==> src/hdl/lfqg_pkg.sv <==
package lfqg_pkg;

  localparam int unsigned NUM_SPOTS_DEF = 13;
  localparam int unsigned TABLE_LEN     = 13;
  localparam int unsigned DIV_STEPS     = 8;   // quotient never exceeds 8 bits

  localparam int unsigned CFG_IDX_W  = 3;
  localparam int unsigned CFG_DATA_W = 13;

  // register map
  localparam logic [CFG_IDX_W-1:0] REG_SCREEN_WIDTH  = 3'd0;
  localparam logic [CFG_IDX_W-1:0] REG_SCREEN_HEIGHT = 3'd1;
  localparam logic [CFG_IDX_W-1:0] REG_INTENSITY_MIN = 3'd2;
  localparam logic [CFG_IDX_W-1:0] REG_INTENSITY_MAX = 3'd3;
  localparam logic [CFG_IDX_W-1:0] REG_FADE_BORDER   = 3'd4;

  typedef enum logic [1:0] {
    ST_IDLE,
    ST_DIV,
    ST_FIN,
    ST_EMIT
  } state_e;

  // controller to datapath
  typedef struct packed {
    logic       load;
    logic       div_step;
    logic       fin;
    logic       emit;
    logic       last;
    logic [3:0] spot_index;
    logic [3:0] tab_idx;
  } cmd_t;

  typedef struct packed {
    logic [1:0]        tex;
    logic signed [9:0] line_pos;  // Q2.8
    logic [11:0]       size;      // Q0.12
    logic [7:0]        r;
    logic [7:0]        g;
    logic [7:0]        b;
    logic [7:0]        a;
  } spot_t;

  function automatic spot_t spot_entry(input logic [3:0] idx);
    spot_t s;
    unique case (idx)
      4'd0:    s = '{2'd0,  10'sd256, 12'd1638, 8'd255, 8'd255, 8'd255, 8'd255};
      4'd1:    s = '{2'd2,  10'sd205, 12'd2048, 8'd179, 8'd128, 8'd0,   8'd51};
      4'd2:    s = '{2'd2,  10'sd179, 12'd20,   8'd255, 8'd0,   8'd0,   8'd179};
      4'd3:    s = '{2'd1,  10'sd154, 12'd102,  8'd255, 8'd255, 8'd0,   8'd128};
      4'd4:    s = '{2'd3,  10'sd128, 12'd205,  8'd255, 8'd255, 8'd0,   8'd128};
      4'd5:    s = '{2'd1,  10'sd102, 12'd102,  8'd255, 8'd128, 8'd0,   8'd255};
      4'd6:    s = '{2'd2,  10'sd26,  12'd102,  8'd255, 8'd255, 8'd128, 8'd128};
      4'd7:    s = '{2'd1, -10'sd51,  12'd102,  8'd255, 8'd0,   8'd0,   8'd255};
      4'd8:    s = '{2'd2, -10'sd77,  12'd184,  8'd255, 8'd255, 8'd153, 8'd128};
      4'd9:    s = '{2'd1, -10'sd102, 12'd287,  8'd255, 8'd179, 8'd0,   8'd77};
      4'd10:   s = '{2'd3, -10'sd179, 12'd287,  8'd255, 8'd128, 8'd0,   8'd51};
      4'd11:   s = '{2'd2, -10'sd256, 12'd655,  8'd255, 8'd179, 8'd0,   8'd102};
      4'd12:   s = '{2'd3, -10'sd333, 12'd819,  8'd255, 8'd0,   8'd0,   8'd179};
      default: s = '{2'd0,  10'sd256, 12'd1638, 8'd255, 8'd255, 8'd255, 8'd255};
    endcase
    return s;
  endfunction

endpackage

==> src/hdl/lfqg_ctrl.sv <==
module lfqg_ctrl #(
  parameter int unsigned NUM_SPOTS = 13
) (
  input  logic          clk_i,
  input  logic          rst_ni,
  input  logic          start,
  input  logic          light_behind_i,
  output logic          busy,
  output lfqg_pkg::cmd_t cmd_o
);
  import lfqg_pkg::*;

  localparam int unsigned KW = (NUM_SPOTS > 1) ? $clog2(NUM_SPOTS) : 1;

  state_e        state_q, state_d;
  logic [2:0]    step_q, step_d;
  logic [KW-1:0] spot_q, spot_d;
  logic [3:0]    tab_q, tab_d;
  logic          accept;
  logic          spot_last;

  assign busy      = (state_q != ST_IDLE);
  assign accept    = start && !busy;
  assign spot_last = (spot_q == KW'(NUM_SPOTS - 1));

  // next state
  always_comb begin
    state_d = state_q;
    unique case (state_q)
      ST_IDLE: if (accept && !light_behind_i) state_d = ST_DIV;
      ST_DIV:  if (step_q == 3'(DIV_STEPS - 1)) state_d = ST_FIN;
      ST_FIN:  state_d = ST_EMIT;
      ST_EMIT: if (spot_last) state_d = ST_IDLE;
      default: state_d = ST_IDLE;
    endcase
  end

  // counters
  always_comb begin
    step_d = step_q;
    spot_d = spot_q;
    tab_d  = tab_q;
    unique case (state_q)
      ST_IDLE: begin
        step_d = '0;
        spot_d = '0;
        tab_d  = '0;
      end
      ST_DIV:  step_d = step_q + 3'd1;
      ST_FIN:  step_d = '0;
      ST_EMIT: begin
        spot_d = spot_q + KW'(1);
        tab_d  = (tab_q == 4'(TABLE_LEN - 1)) ? 4'd0 : tab_q + 4'd1;
      end
      default: step_d = '0;
    endcase
  end

  // outputs
  always_comb begin
    cmd_o            = '0;
    cmd_o.spot_index = 4'(spot_q);
    cmd_o.tab_idx    = tab_q;
    unique case (state_q)
      ST_IDLE: cmd_o.load     = accept && !light_behind_i;
      ST_DIV:  cmd_o.div_step = 1'b1;
      ST_FIN:  cmd_o.fin      = 1'b1;
      ST_EMIT: begin
        cmd_o.emit = 1'b1;
        cmd_o.last = spot_last;
      end
      default: cmd_o.load = 1'b0;
    endcase
  end

  always_ff @(posedge clk_i or negedge rst_ni) begin
    if (!rst_ni) begin
      state_q <= ST_IDLE;
      step_q  <= '0;
      spot_q  <= '0;
      tab_q   <= '0;
    end else begin
      state_q <= state_d;
      step_q  <= step_d;
      spot_q  <= spot_d;
      tab_q   <= tab_d;
    end
  end

endmodule

==> src/hdl/lfqg_datapath.sv <==
module lfqg_datapath (
  input  logic                                clk_i,
  input  logic                                rst_ni,
  input  logic                                cfg_we_i,
  input  logic [lfqg_pkg::CFG_IDX_W-1:0]      cfg_idx_i,
  input  logic [lfqg_pkg::CFG_DATA_W-1:0]     cfg_data_i,
  input  logic signed [13:0]                  light_x_i,
  input  logic signed [13:0]                  light_y_i,
  input  lfqg_pkg::cmd_t                      cmd_i,
  output logic                                result_valid_o,
  output logic [3:0]                          spot_index_o,
  output logic [1:0]                          texture_select_o,
  output logic signed [15:0]                  quad_left_o,
  output logic signed [15:0]                  quad_top_o,
  output logic signed [15:0]                  quad_right_o,
  output logic signed [15:0]                  quad_bottom_o,
  output logic [7:0]                          red_o,
  output logic [7:0]                          green_o,
  output logic [7:0]                          blue_o,
  output logic [7:0]                          alpha_o,
  output logic                                last_o
);
  import lfqg_pkg::*;

  // configuration registers
  logic [12:0] sw_q, sh_q;
  logic [7:0]  imin_q, imax_q;
  logic [11:0] fb_q;

  always_ff @(posedge clk_i or negedge rst_ni) begin
    if (!rst_ni) begin
      sw_q   <= 13'd1024;
      sh_q   <= 13'd768;
      imin_q <= 8'd0;
      imax_q <= 8'd255;
      fb_q   <= 12'd300;
    end else if (cfg_we_i) begin
      unique case (cfg_idx_i)
        REG_SCREEN_WIDTH:  sw_q   <= cfg_data_i;
        REG_SCREEN_HEIGHT: sh_q   <= cfg_data_i;
        REG_INTENSITY_MIN: imin_q <= cfg_data_i[7:0];
        REG_INTENSITY_MAX: imax_q <= cfg_data_i[7:0];
        REG_FADE_BORDER:   fb_q   <= cfg_data_i[11:0];
        default:           ;
      endcase
    end
  end

  // ---- load: fade distance and divider set-up
  logic [11:0] border;
  logic [13:0] ax, ay, away;
  logic [11:0] capped, n_fade;
  logic        up;
  logic [7:0]  diff;
  logic [19:0] fade_prod;
  logic [11:0] cx, cy;

  assign border = (fb_q == 12'd0) ? 12'd1 : fb_q;
  assign ax     = light_x_i[13] ? 14'(-light_x_i) : 14'd0;
  assign ay     = light_y_i[13] ? 14'(-light_y_i) : 14'd0;
  assign away   = (ax > ay) ? ax : ay;
  assign capped = (away > {2'b00, border}) ? border : away[11:0];
  assign n_fade = border - capped;
  assign up     = (imax_q >= imin_q);
  assign diff   = up ? (imax_q - imin_q) : (imin_q - imax_q);
  assign fade_prod = 20'(n_fade) * 20'(diff);
  assign cx     = sw_q[12:1];
  assign cy     = sh_q[12:1];

  logic signed [14:0] dx_q, dy_q;
  logic [11:0]        cx_q, cy_q, rem_q, border_q;
  logic [7:0]         dvd_q, quo_q, inten_q;

  // restoring divide, quotient < 256 so the top 12 bits start below the divisor
  logic [12:0] trial;
  logic        fits;
  assign trial = {rem_q, dvd_q[7]};
  assign fits  = (trial >= {1'b0, border_q});

  always_ff @(posedge clk_i) begin
    if (cmd_i.load) begin
      dx_q     <= $signed({3'b000, cx}) - 15'(light_x_i);
      dy_q     <= $signed({3'b000, cy}) - 15'(light_y_i);
      cx_q     <= cx;
      cy_q     <= cy;
      border_q <= border;
      rem_q    <= fade_prod[19:8];
      dvd_q    <= fade_prod[7:0];
      quo_q    <= '0;
    end else if (cmd_i.div_step) begin
      rem_q <= fits ? 12'(trial - {1'b0, border_q}) : trial[11:0];
      dvd_q <= {dvd_q[6:0], 1'b0};
      quo_q <= {quo_q[6:0], fits};
    end
    if (cmd_i.fin) begin
      inten_q <= up ? (imin_q + quo_q) : (imin_q - quo_q);
    end
  end

  // ---- per-spot quad
  spot_t              spot;
  logic signed [24:0] px_prod, py_prod, px_rnd, py_rnd;
  logic signed [17:0] px, py, half_s;
  logic [24:0]        half_prod;
  logic [15:0]        al_x;
  logic [8:0]         al_r;
  logic [8:0]         al_q;

  assign spot    = spot_entry(cmd_i.tab_idx);
  assign px_prod = dx_q * spot.line_pos;
  assign py_prod = dy_q * spot.line_pos;
  // divide by 256 rounding toward zero
  assign px_rnd  = px_prod + (px_prod[24] ? 25'sd255 : 25'sd0);
  assign py_rnd  = py_prod + (py_prod[24] ? 25'sd255 : 25'sd0);
  assign px      = $signed({6'b0, cx_q}) - 18'(px_rnd[24:8]);
  assign py      = $signed({6'b0, cy_q}) - 18'(py_rnd[24:8]);
  assign half_prod = 25'(sw_q) * 25'(spot.size);
  assign half_s  = $signed({6'b0, half_prod[24:13]});

  // (a*i + 127) / 255: x>>8 is at most one short
  assign al_x = 16'(spot.a) * 16'(inten_q) + 16'd127;
  assign al_r = 9'(al_x[7:0]) + 9'(al_x[15:8]);
  assign al_q = 9'(al_x[15:8]) + ((al_r >= 9'd255) ? 9'd1 : 9'd0);

  always_ff @(posedge clk_i or negedge rst_ni) begin
    if (!rst_ni) begin
      result_valid_o <= 1'b0;
    end else begin
      result_valid_o <= cmd_i.emit;
    end
  end

  always_ff @(posedge clk_i) begin
    if (cmd_i.emit) begin
      spot_index_o     <= cmd_i.spot_index;
      texture_select_o <= spot.tex;
      quad_left_o      <= 16'(px - half_s);
      quad_top_o       <= 16'(py - half_s);
      quad_right_o     <= 16'(px + half_s);
      quad_bottom_o    <= 16'(py + half_s);
      red_o            <= spot.r;
      green_o          <= spot.g;
      blue_o           <= spot.b;
      alpha_o          <= al_q[8] ? 8'd255 : al_q[7:0];
      last_o           <= cmd_i.last;
    end
  end

endmodule

==> src/hdl/lens_flare_quad_generator_unit.sv <==
// Lens flare quad generator.
// Input: pulse start with light_x_i, light_y_i and light_behind_i; the item is
// taken on the edge where start is high and busy is low. A behind-camera light
// is taken and dropped at once: no beats, busy stays low.
// Otherwise busy rises and the unit runs the divide steps (one quotient bit per
// cycle for the fade intensity), forms the intensity, then emits NUM_SPOTS beats.
// Each result beat sits on the output ports for one cycle, flagged by
// result_valid_o; beats of a run are back to back, last_o marks the final one.
// The first beat is registered from the first emit state; the next start is
// taken only once the last emit state has returned the unit to idle.
// The receiver has no back-pressure and must take every beat as shown.
// Configuration: cfg_we_i/cfg_idx_i/cfg_data_i write one register per edge; the
// user must write only while busy is low (not enforced); unknown indexes ignored.
// Reset (rst_ni low, asynchronous) returns the controller to idle, drops
// result_valid_o and restores the register defaults (1024, 768, 0, 255, 300).
module lens_flare_quad_generator_unit #(
  parameter int unsigned NUM_SPOTS = lfqg_pkg::NUM_SPOTS_DEF
) (
  input  logic                            clk_i,
  input  logic                            rst_ni,
  input  logic                            cfg_we_i,
  input  logic [lfqg_pkg::CFG_IDX_W-1:0]  cfg_idx_i,
  input  logic [lfqg_pkg::CFG_DATA_W-1:0] cfg_data_i,
  input  logic                            start,
  output logic                            busy,
  input  logic signed [13:0]              light_x_i,
  input  logic signed [13:0]              light_y_i,
  input  logic                            light_behind_i,
  output logic                            result_valid_o,
  output logic [3:0]                      spot_index_o,
  output logic [1:0]                      texture_select_o,
  output logic signed [15:0]              quad_left_o,
  output logic signed [15:0]              quad_top_o,
  output logic signed [15:0]              quad_right_o,
  output logic signed [15:0]              quad_bottom_o,
  output logic [7:0]                      red_o,
  output logic [7:0]                      green_o,
  output logic [7:0]                      blue_o,
  output logic [7:0]                      alpha_o,
  output logic                            last_o
);
  import lfqg_pkg::*;

  cmd_t cmd;

  // sequencing: divide steps, intensity, then one spot per cycle
  lfqg_ctrl #(
    .NUM_SPOTS(NUM_SPOTS)
  ) u_ctrl (
    .clk_i          (clk_i),
    .rst_ni         (rst_ni),
    .start          (start),
    .light_behind_i (light_behind_i),
    .busy           (busy),
    .cmd_o          (cmd)
  );

  // config regs, fade divider, quad maths and the output register
  lfqg_datapath u_dp (
    .clk_i            (clk_i),
    .rst_ni           (rst_ni),
    .cfg_we_i         (cfg_we_i),
    .cfg_idx_i        (cfg_idx_i),
    .cfg_data_i       (cfg_data_i),
    .light_x_i        (light_x_i),
    .light_y_i        (light_y_i),
    .cmd_i            (cmd),
    .result_valid_o   (result_valid_o),
    .spot_index_o     (spot_index_o),
    .texture_select_o (texture_select_o),
    .quad_left_o      (quad_left_o),
    .quad_top_o       (quad_top_o),
    .quad_right_o     (quad_right_o),
    .quad_bottom_o    (quad_bottom_o),
    .red_o            (red_o),
    .green_o          (green_o),
    .blue_o           (blue_o),
    .alpha_o          (alpha_o),
    .last_o           (last_o)
  );

endmodule

==> config.mk <==
export PLATFORM = sky130hd
export DESIGN_NAME = lens_flare_quad_generator_unit
export DESIGN_NICKNAME = d
export VERILOG_FILES = /design/src/hdl/lfqg_pkg.sv /design/src/hdl/lfqg_ctrl.sv /design/src/hdl/lfqg_datapath.sv /design/src/hdl/lens_flare_quad_generator_unit.sv
export SDC_FILE = /design/constraint.sdc
export NUM_CORES = 2
export LEC_CHECK = 0
export ABC_AREA = 1
export ABC_CLOCK_PERIOD_IN_PS = 13300
export BUFFER_PORTS_ARGS = -buffer_cell sky130_fd_sc_hd__buf_2
export CORE_MARGIN = 4
export CORE_UTILIZATION = 55
export DETAILED_ROUTE_END_ITERATION = 7
export GPL_TIMING_DRIVEN = 0
export PLACE_DENSITY = 0.72
export RECOVER_POWER = 25
export SLEW_MARGIN = 20
export SYNTH_ARGS = -nofsm -noshare
export SYNTH_HDL_FRONTEND = slang
export SYNTH_SLANG_ARGS = --single-unit
==> constraint.sdc <==
create_clock -name clk_i -period 13.3 [get_ports clk_i]
set_clock_uncertainty 0.05 [all_clocks]
set_input_delay 2.66 -clock clk_i [delete_from_list [all_inputs] [get_ports clk_i]]
set_output_delay 2.66 -clock clk_i [all_outputs]
set_load 0.1 [all_outputs]
* Word-level counts from Yosys, hierarchy flattened
Memory sizes are Yosys's and may differ from the RTL's.
Cells that the tools add are included.
W data, S select, Z words.
** Cells by class
- Add/sub/neg operators :: 24
- Multiply operators :: 5
- $lt $le $gt $ge :: 5
- Equality and inequality tests :: 13
- Mux-type cells :: 27
- Reductions and logical operators :: 18
** Operator list (number)
- $mux W12 :: 5
- $mul A15 B10 Y25 :: 2
- $add A24 B24 Y24 :: 2
- $mux W8 :: 6
- $mux W14 :: 3
- $add A16 B13 Y16 :: 2
- $sub A12 B16 Y16 :: 2
- $sub A16 B13 Y16 :: 2
- $sub A13 B14 Y15 :: 2
- $neg A14 Y14 :: 2
- $mul A13 B12 Y25 :: 1
- $sub A12 B12 Y12 :: 2
- $sub A8 B8 Y8 :: 3
- $mul A12 B8 Y20 :: 1
- $add A16 B7 Y16 const B :: 1
- $mul A8 B8 Y16 :: 1
- $pmux W4 S2 :: 2
- $gt A14 B12 Y1 :: 1
- $gt A14 B14 Y1 :: 1
- $ge A13 B12 Y1 :: 1
- $logic_not A12 Y1 :: 1
- $reduce_and A2 Y1 :: 5
- $add A8 B8 Y9 :: 1
- $add A8 B9 Y9 :: 1
- other kinds (24) :: 42
** Storage, ports and cells
- Bits in registers :: 273
- Bits in read-only memories :: 816
- Input port bits :: 49
- Output and inout bits :: 105
- Logic and storage cells :: 123
- Memories :: 1
** Memory list
- (name not given) :: words 16, width 51, read ports 1, clocked after Yosys merged registers in 0, wr ports 0, RTL line lfqg_pkg.sv:47 : unique case (idx)

* Longest topological paths before layout
- Word-level depth :: 9
- Depth in mapped cells :: 70
- Depth with buffers taken out :: 68

* Hierarchy
A second synthesis with hierarchy kept.
** Unflattened totals
- Cell total of the unflattened synthesis :: 4923
- Area total of the unflattened synthesis :: 39759.4 um^2
** By module, submodules not included
- lfqg_datapath :: times used 1, cells an instance 4832, area an instance 38991.1 um^2, sequential area each 6875.3 um^2
- lfqg_ctrl :: times used 1, cells an instance 91, area an instance 768.2 um^2, sequential area each 325.3 um^2

* Worst setup path after synthesis
OpenSTA, ideal clock, no wires.
- Kind :: input to register
- Start :: input light_x_i[1]
- End :: register u_dp.rem_q[11] (data pin)
- Setup time :: 0.266 ns
- Arrival :: 12.075 ns
- Required time :: 12.984 ns
- Path slack :: 0.909 ns
- Stages :: 66
- Path buffers :: 2
- Path through :: inv_1 > ha_1 > nand2_1 > nor2_1 > inv_1 > nor2_1 > nand2_1 > nor2_1 > nand2_1 > nor2_1 > nand3_1 > nand3_1 > inv_1 > ha_1 > nand2_1 > nor2_1 > nand3_1 > o2111ai_1 > (+30 left out) > fa_1 > fa_1 > fa_1 > inv_1 > fa_1 > inv_1 > ha_1 > nand2_1 > o21ai_0 > nand2_1 > nand2_1 > a21oi_1 > o21ai_0 > nand2_1 > o21ai_0 > nand2_1 > nand2_1 > o22ai_1
** Between the ends
- Cells in the longest elaborated chain, start to end :: 9
** RTL lines
- start: declaration :: RTL line lens_flare_quad_generator_unit.sv:26 : input logic signed [13:0] light_x_i,
- $neg A14 Y14 * :: RTL line lfqg_datapath.sv:59 : assign ax = light_x_i[13] ? 14'(-light_x_i) : 14'd0;
- $mux W14 * :: RTL line lfqg_datapath.sv:59
- $gt A14 B14 Y1 :: RTL line lfqg_datapath.sv:61 : assign away = (ax > ay) ? ax : ay;
- $mux W14 * :: RTL line lfqg_datapath.sv:61
- $gt A14 B12 Y1 :: RTL line lfqg_datapath.sv:62 : assign capped = (away > {2'b00, border}) ? border : away[11:0];
- $mux W12 * :: RTL line lfqg_datapath.sv:62
- $sub A12 B12 Y12 * :: RTL line lfqg_datapath.sv:63 : assign n_fade = border - capped;
- $mul A12 B8 Y20 * :: RTL line lfqg_datapath.sv:66 : assign fade_prod = 20'(n_fade) * 20'(diff);
- $mux W12 * :: RTL line lfqg_datapath.sv:81 : if (cmd_i.load) begin
- end signal: assignment :: RTL line lfqg_datapath.sv:87 : rem_q <= fade_prod[19:8];
- end signal: assignment :: RTL line lfqg_datapath.sv:91 : rem_q <= fits ? 12'(trial - {1'b0, border_q}) : trial[11:0];
- end: declaration :: RTL line lfqg_datapath.sv:71 : logic [11:0] cx_q, cy_q, rem_q, border_q;
Every way passes the cells marked *; elsewhere a longest branch is shown, timed or not.
A chain may end at the register's enable or synchronous reset.

* Worst setup path after layout
- Start :: input light_x_i[1]
- End :: register u_dp.rem_q[10] (data pin)
The elaborated chain is that of the path after synthesis.

==> results.yml <==
routing:
  dr.pass1.iters: 6
  detail-route-antenna-nets: 0
  drt-initial-drc-count: 2240
  vias: 32194
  drc_errors: 0
  wl_per_cell_um: 16.8
  wirelength_mm: 102
  vias_per_cell: 5.28
timing:
  worstMarginPinSlew_ns: 2.88
  hold_viol_final: 0
  fin_crit_sh: 0.950
  setup_viol: 0
  fmax_mhz: 79.2
  relSlewSlack: -0.921
  maxSlewViolCount: 92
  finalCriticalPeriod_ns: 12.63
die:
  die_w_um: 276
  io_pins: 154
  die_area_mm2: 0.0762
  start_util: 0.559
  core-area_mm2: 0.0706
  die_h_um: 276
  rows: 97
placed_design:
  gp_congestion: 0.967
  dp_hpwl_mm: 87.2
  io_buffers: 147
  dpl.cell_count: 6019
worst_setup_path:
  critPathMaxFanout: 10
  crit_top_cell: "nand2_1"
  startpoint_type: "primary input"
  r2r_end: "u_dp.quad_bottom_o[14]"
  max_stage_delay_ns: 0.56
  worstRegToRegCells: 52
  arrival_ns: 12.92
  worstSetupEndpointType: "flop"
  r2r-start: "u_ctrl.tab_q[0]"
  crit_type: "in2reg"
  startpoint: "light_x_i[1]"
  r2r_slack_ns: 0.87
  required_ns: 13.59
  slowest_stage: "fa_1"
global_routing:
  grt_pass1_wl_mm: 164
  grt_usage: 0.271
  antenna_found_initial: 16
  overflow: 0
  grt_max_degree: 62
  grt_pass1_vias: 32001
yosys:
  synth_most_common_cell: "inv_1"
  synth_top_area_share: 0.247
  synth_area_per_cell_um2: 8.02
  ys_ff_latch: 253
  yosys-top-cells-count: "1,066 x inv_1, 951 x nand2_1, 493 x nor2_1"
  yosys-top-cells-area: "fa_1 25%, ha_1 14%, edfxtp_1 14%, inv_1 10%, nand2_1 9.0%"
  yosys_warnings: 0
  synth.yosys.seq_area_share: 0.182
  ys_types: 65
  syn_area_mm2: 0.0395
  synthCells: 4924
  async_reset_ff_frac: 0.265
  yosysTopAreaCell: "fa_1"
  synth-main-ff-cell: "edfxtp_1"
  synth_edf_count: 178
clock_tree:
  hold_buffers: 0
  clockRootBuffer: "clkbuf_16"
  tritoncts: "yes"
  path_clk_slew_ns: 0.06
  cts_buffers: 29
  cts_sinks: 253
  clockBufferDepth: 3
  htree_levels: 1
  insertion_delay_ns: 0.60
layout:
  syn_to_final_growth_pct: 8.10
  final_nets: 6110
  finalNonFillerCells: 6094
  drive_gt1_frac: 0.0764
  fill_cells: 6426
hold_path:
  hold_depth: 0
  hold_path_end: "u_dp.cx_q[0]"
  min-delay-start: "u_dp.sw_q[1]"
  min_path_type: "reg2reg"
status:
  violations: "capacitance limit, slew limit"
  status: "complete, but fails checks"
flow_run:
  maxCapViolations: 2
## worst max-delay path, delay by kind of cell
kind	cells	cell delay [ns]
adder cells (fa/ha/maj)	10	3.73
XOR/XNOR	2	0.46
AND/OR/NAND/NOR	28	2.81
AO/OA/AOI/OAI	17	2.08
buffers and inverters	11	1.14
## state kept, by name (all words and copies together), names as in the netlist, 12 cells and up
signal,count
u_dp.quad_top_o,15
u_dp.quad_right_o,16
u_dp.fb_q,12
u_dp.dx_q,15
u_dp.cy_q,12
u_dp.quad_bottom_o,16
u_dp.border_q,12
u_dp.rem_q,12
u_dp.sh_q,12
u_dp.sw_q,13
u_dp.quad_left_o,15
u_dp.dy_q,15
u_dp.cx_q,12
## logic make-up (layout without fill, tap and decap cells)
family / count (synthesis) / after routing / synth area share
and+or+nand+nor: 1753 / 1753 / 0.184
xor gates and xnor gates: 207 / 207 / 0.0472
DFF: 253 / 253 / 0.182
buffers and inverters: 1196 / 1413 / 0.116
other: 1 / 14 / 0.0000949
adders and majority gates: 938 / 938 / 0.390
muxes: 1 / 1 / 0.000253
AOI/OAI and AO/OA: 575 / 575 / 0.0805
## area by class of cell
class | count | area (um^2) | area share
Antenna cell | 9 | 22.5 | 0.000527
Buffer | 108 | 515 | 0.0121
Clock buffer | 40 | 798 | 0.0187
Clock inverter | 13 | 114 | 0.00267
Inverter | 1087 | 4080 | 0.0956
Multi-Input combinational cell | 3479 | 27900 | 0.653
Sequential cell | 253 | 7200 | 0.169
Tap cell | 940 | 1180 | 0.0275
Timing Repair Buffer | 165 | 906 | 0.0212
## how the worst max path moves through the flow
stage,end,slack (ns),depth (start not counted)
2_1_floorplan,u_dp.rem_q[11],0.91,66
3_3_place_gp,u_dp.rem_q[11],-0.80,67
3_5_place_dp,u_dp.rem_q[11],-0.88,67
4_1_cts,u_dp.rem_q[11],0.05,67
5_1_grt,u_dp.rem_q[10],-0.12,67
6_report,u_dp.rem_q[10],0.67,68
## metrics by stage
stage | TNS (ns) | hold WS [ns] | instance area, um^2 | setup slack, ns | utilization
2_1_floorplan | 0 | 0.373 | 39500 | 0.909 | -
6_report | 0 | 0.416 | 42700 | 0.670 | 0.605
4_1_cts | 0 | 0.417 | 42500 | 0.0519 | 0.601
5_1_grt | -0.179 | 0.431 | 42700 | -0.120 | 0.604
3_3_place_gp | -3.47 | 0.399 | 41400 | -0.804 | 0.587
3_5_place_dp | -4.42 | 0.401 | 41500 | -0.880 | 0.588
## layer usage
metal,up-vias,GRT usage,routed length [um]
met1,15201,0.355,42500
met4,12,0.100,4550
met3,254,0.0667,9320
met2,1123,0.439,45700
li1,15604,-,-
met5,-,0,64
## timing repair
item	CTS	global route
pin swaps	0	13
setup endpoints to repair	4	12
setup buffers	0	14
resized for setup	4	55
endpoints found under the hold margin	0	0
## layout by cell type (no fill, tap or decap), types with 10 or more instances in the layout
cell type / synthesis / final
a21o_1: 10 / 10
a21oi_1: 233 / 228
a31oi_1: 15 / 15
buf_2: 4 / 150
buf_4: 20 / 35
clkbuf_1: 78 / 80
clkbuf_16: 0 / 30
clkinv_1: 8 / 12
dfrtp_1: 52 / 52
edfxtp_1: 178 / 178
fa_1: 487 / 486
ha_1: 451 / 449
inv_1: 1066 / 1064
inv_2: 12 / 14
nand2_1: 951 / 950
nand2_2: 42 / 43
nand3_1: 129 / 129
nand3_2: 12 / 12
nand3b_1: 10 / 10
nand4_1: 28 / 28
nor2_1: 493 / 489
nor2_2: 18 / 22
nor3_1: 31 / 31
o21ai_0: 216 / 205
o21ai_1: 12 / 20
o21bai_1: 15 / 15
o22ai_1: 12 / 11
xnor2_1: 60 / 58
xor2_1: 140 / 137
Power is left out: the tool's default activity adds up to more than one toggle a clock period on the data nets, which glitch-free logic cannot reach.
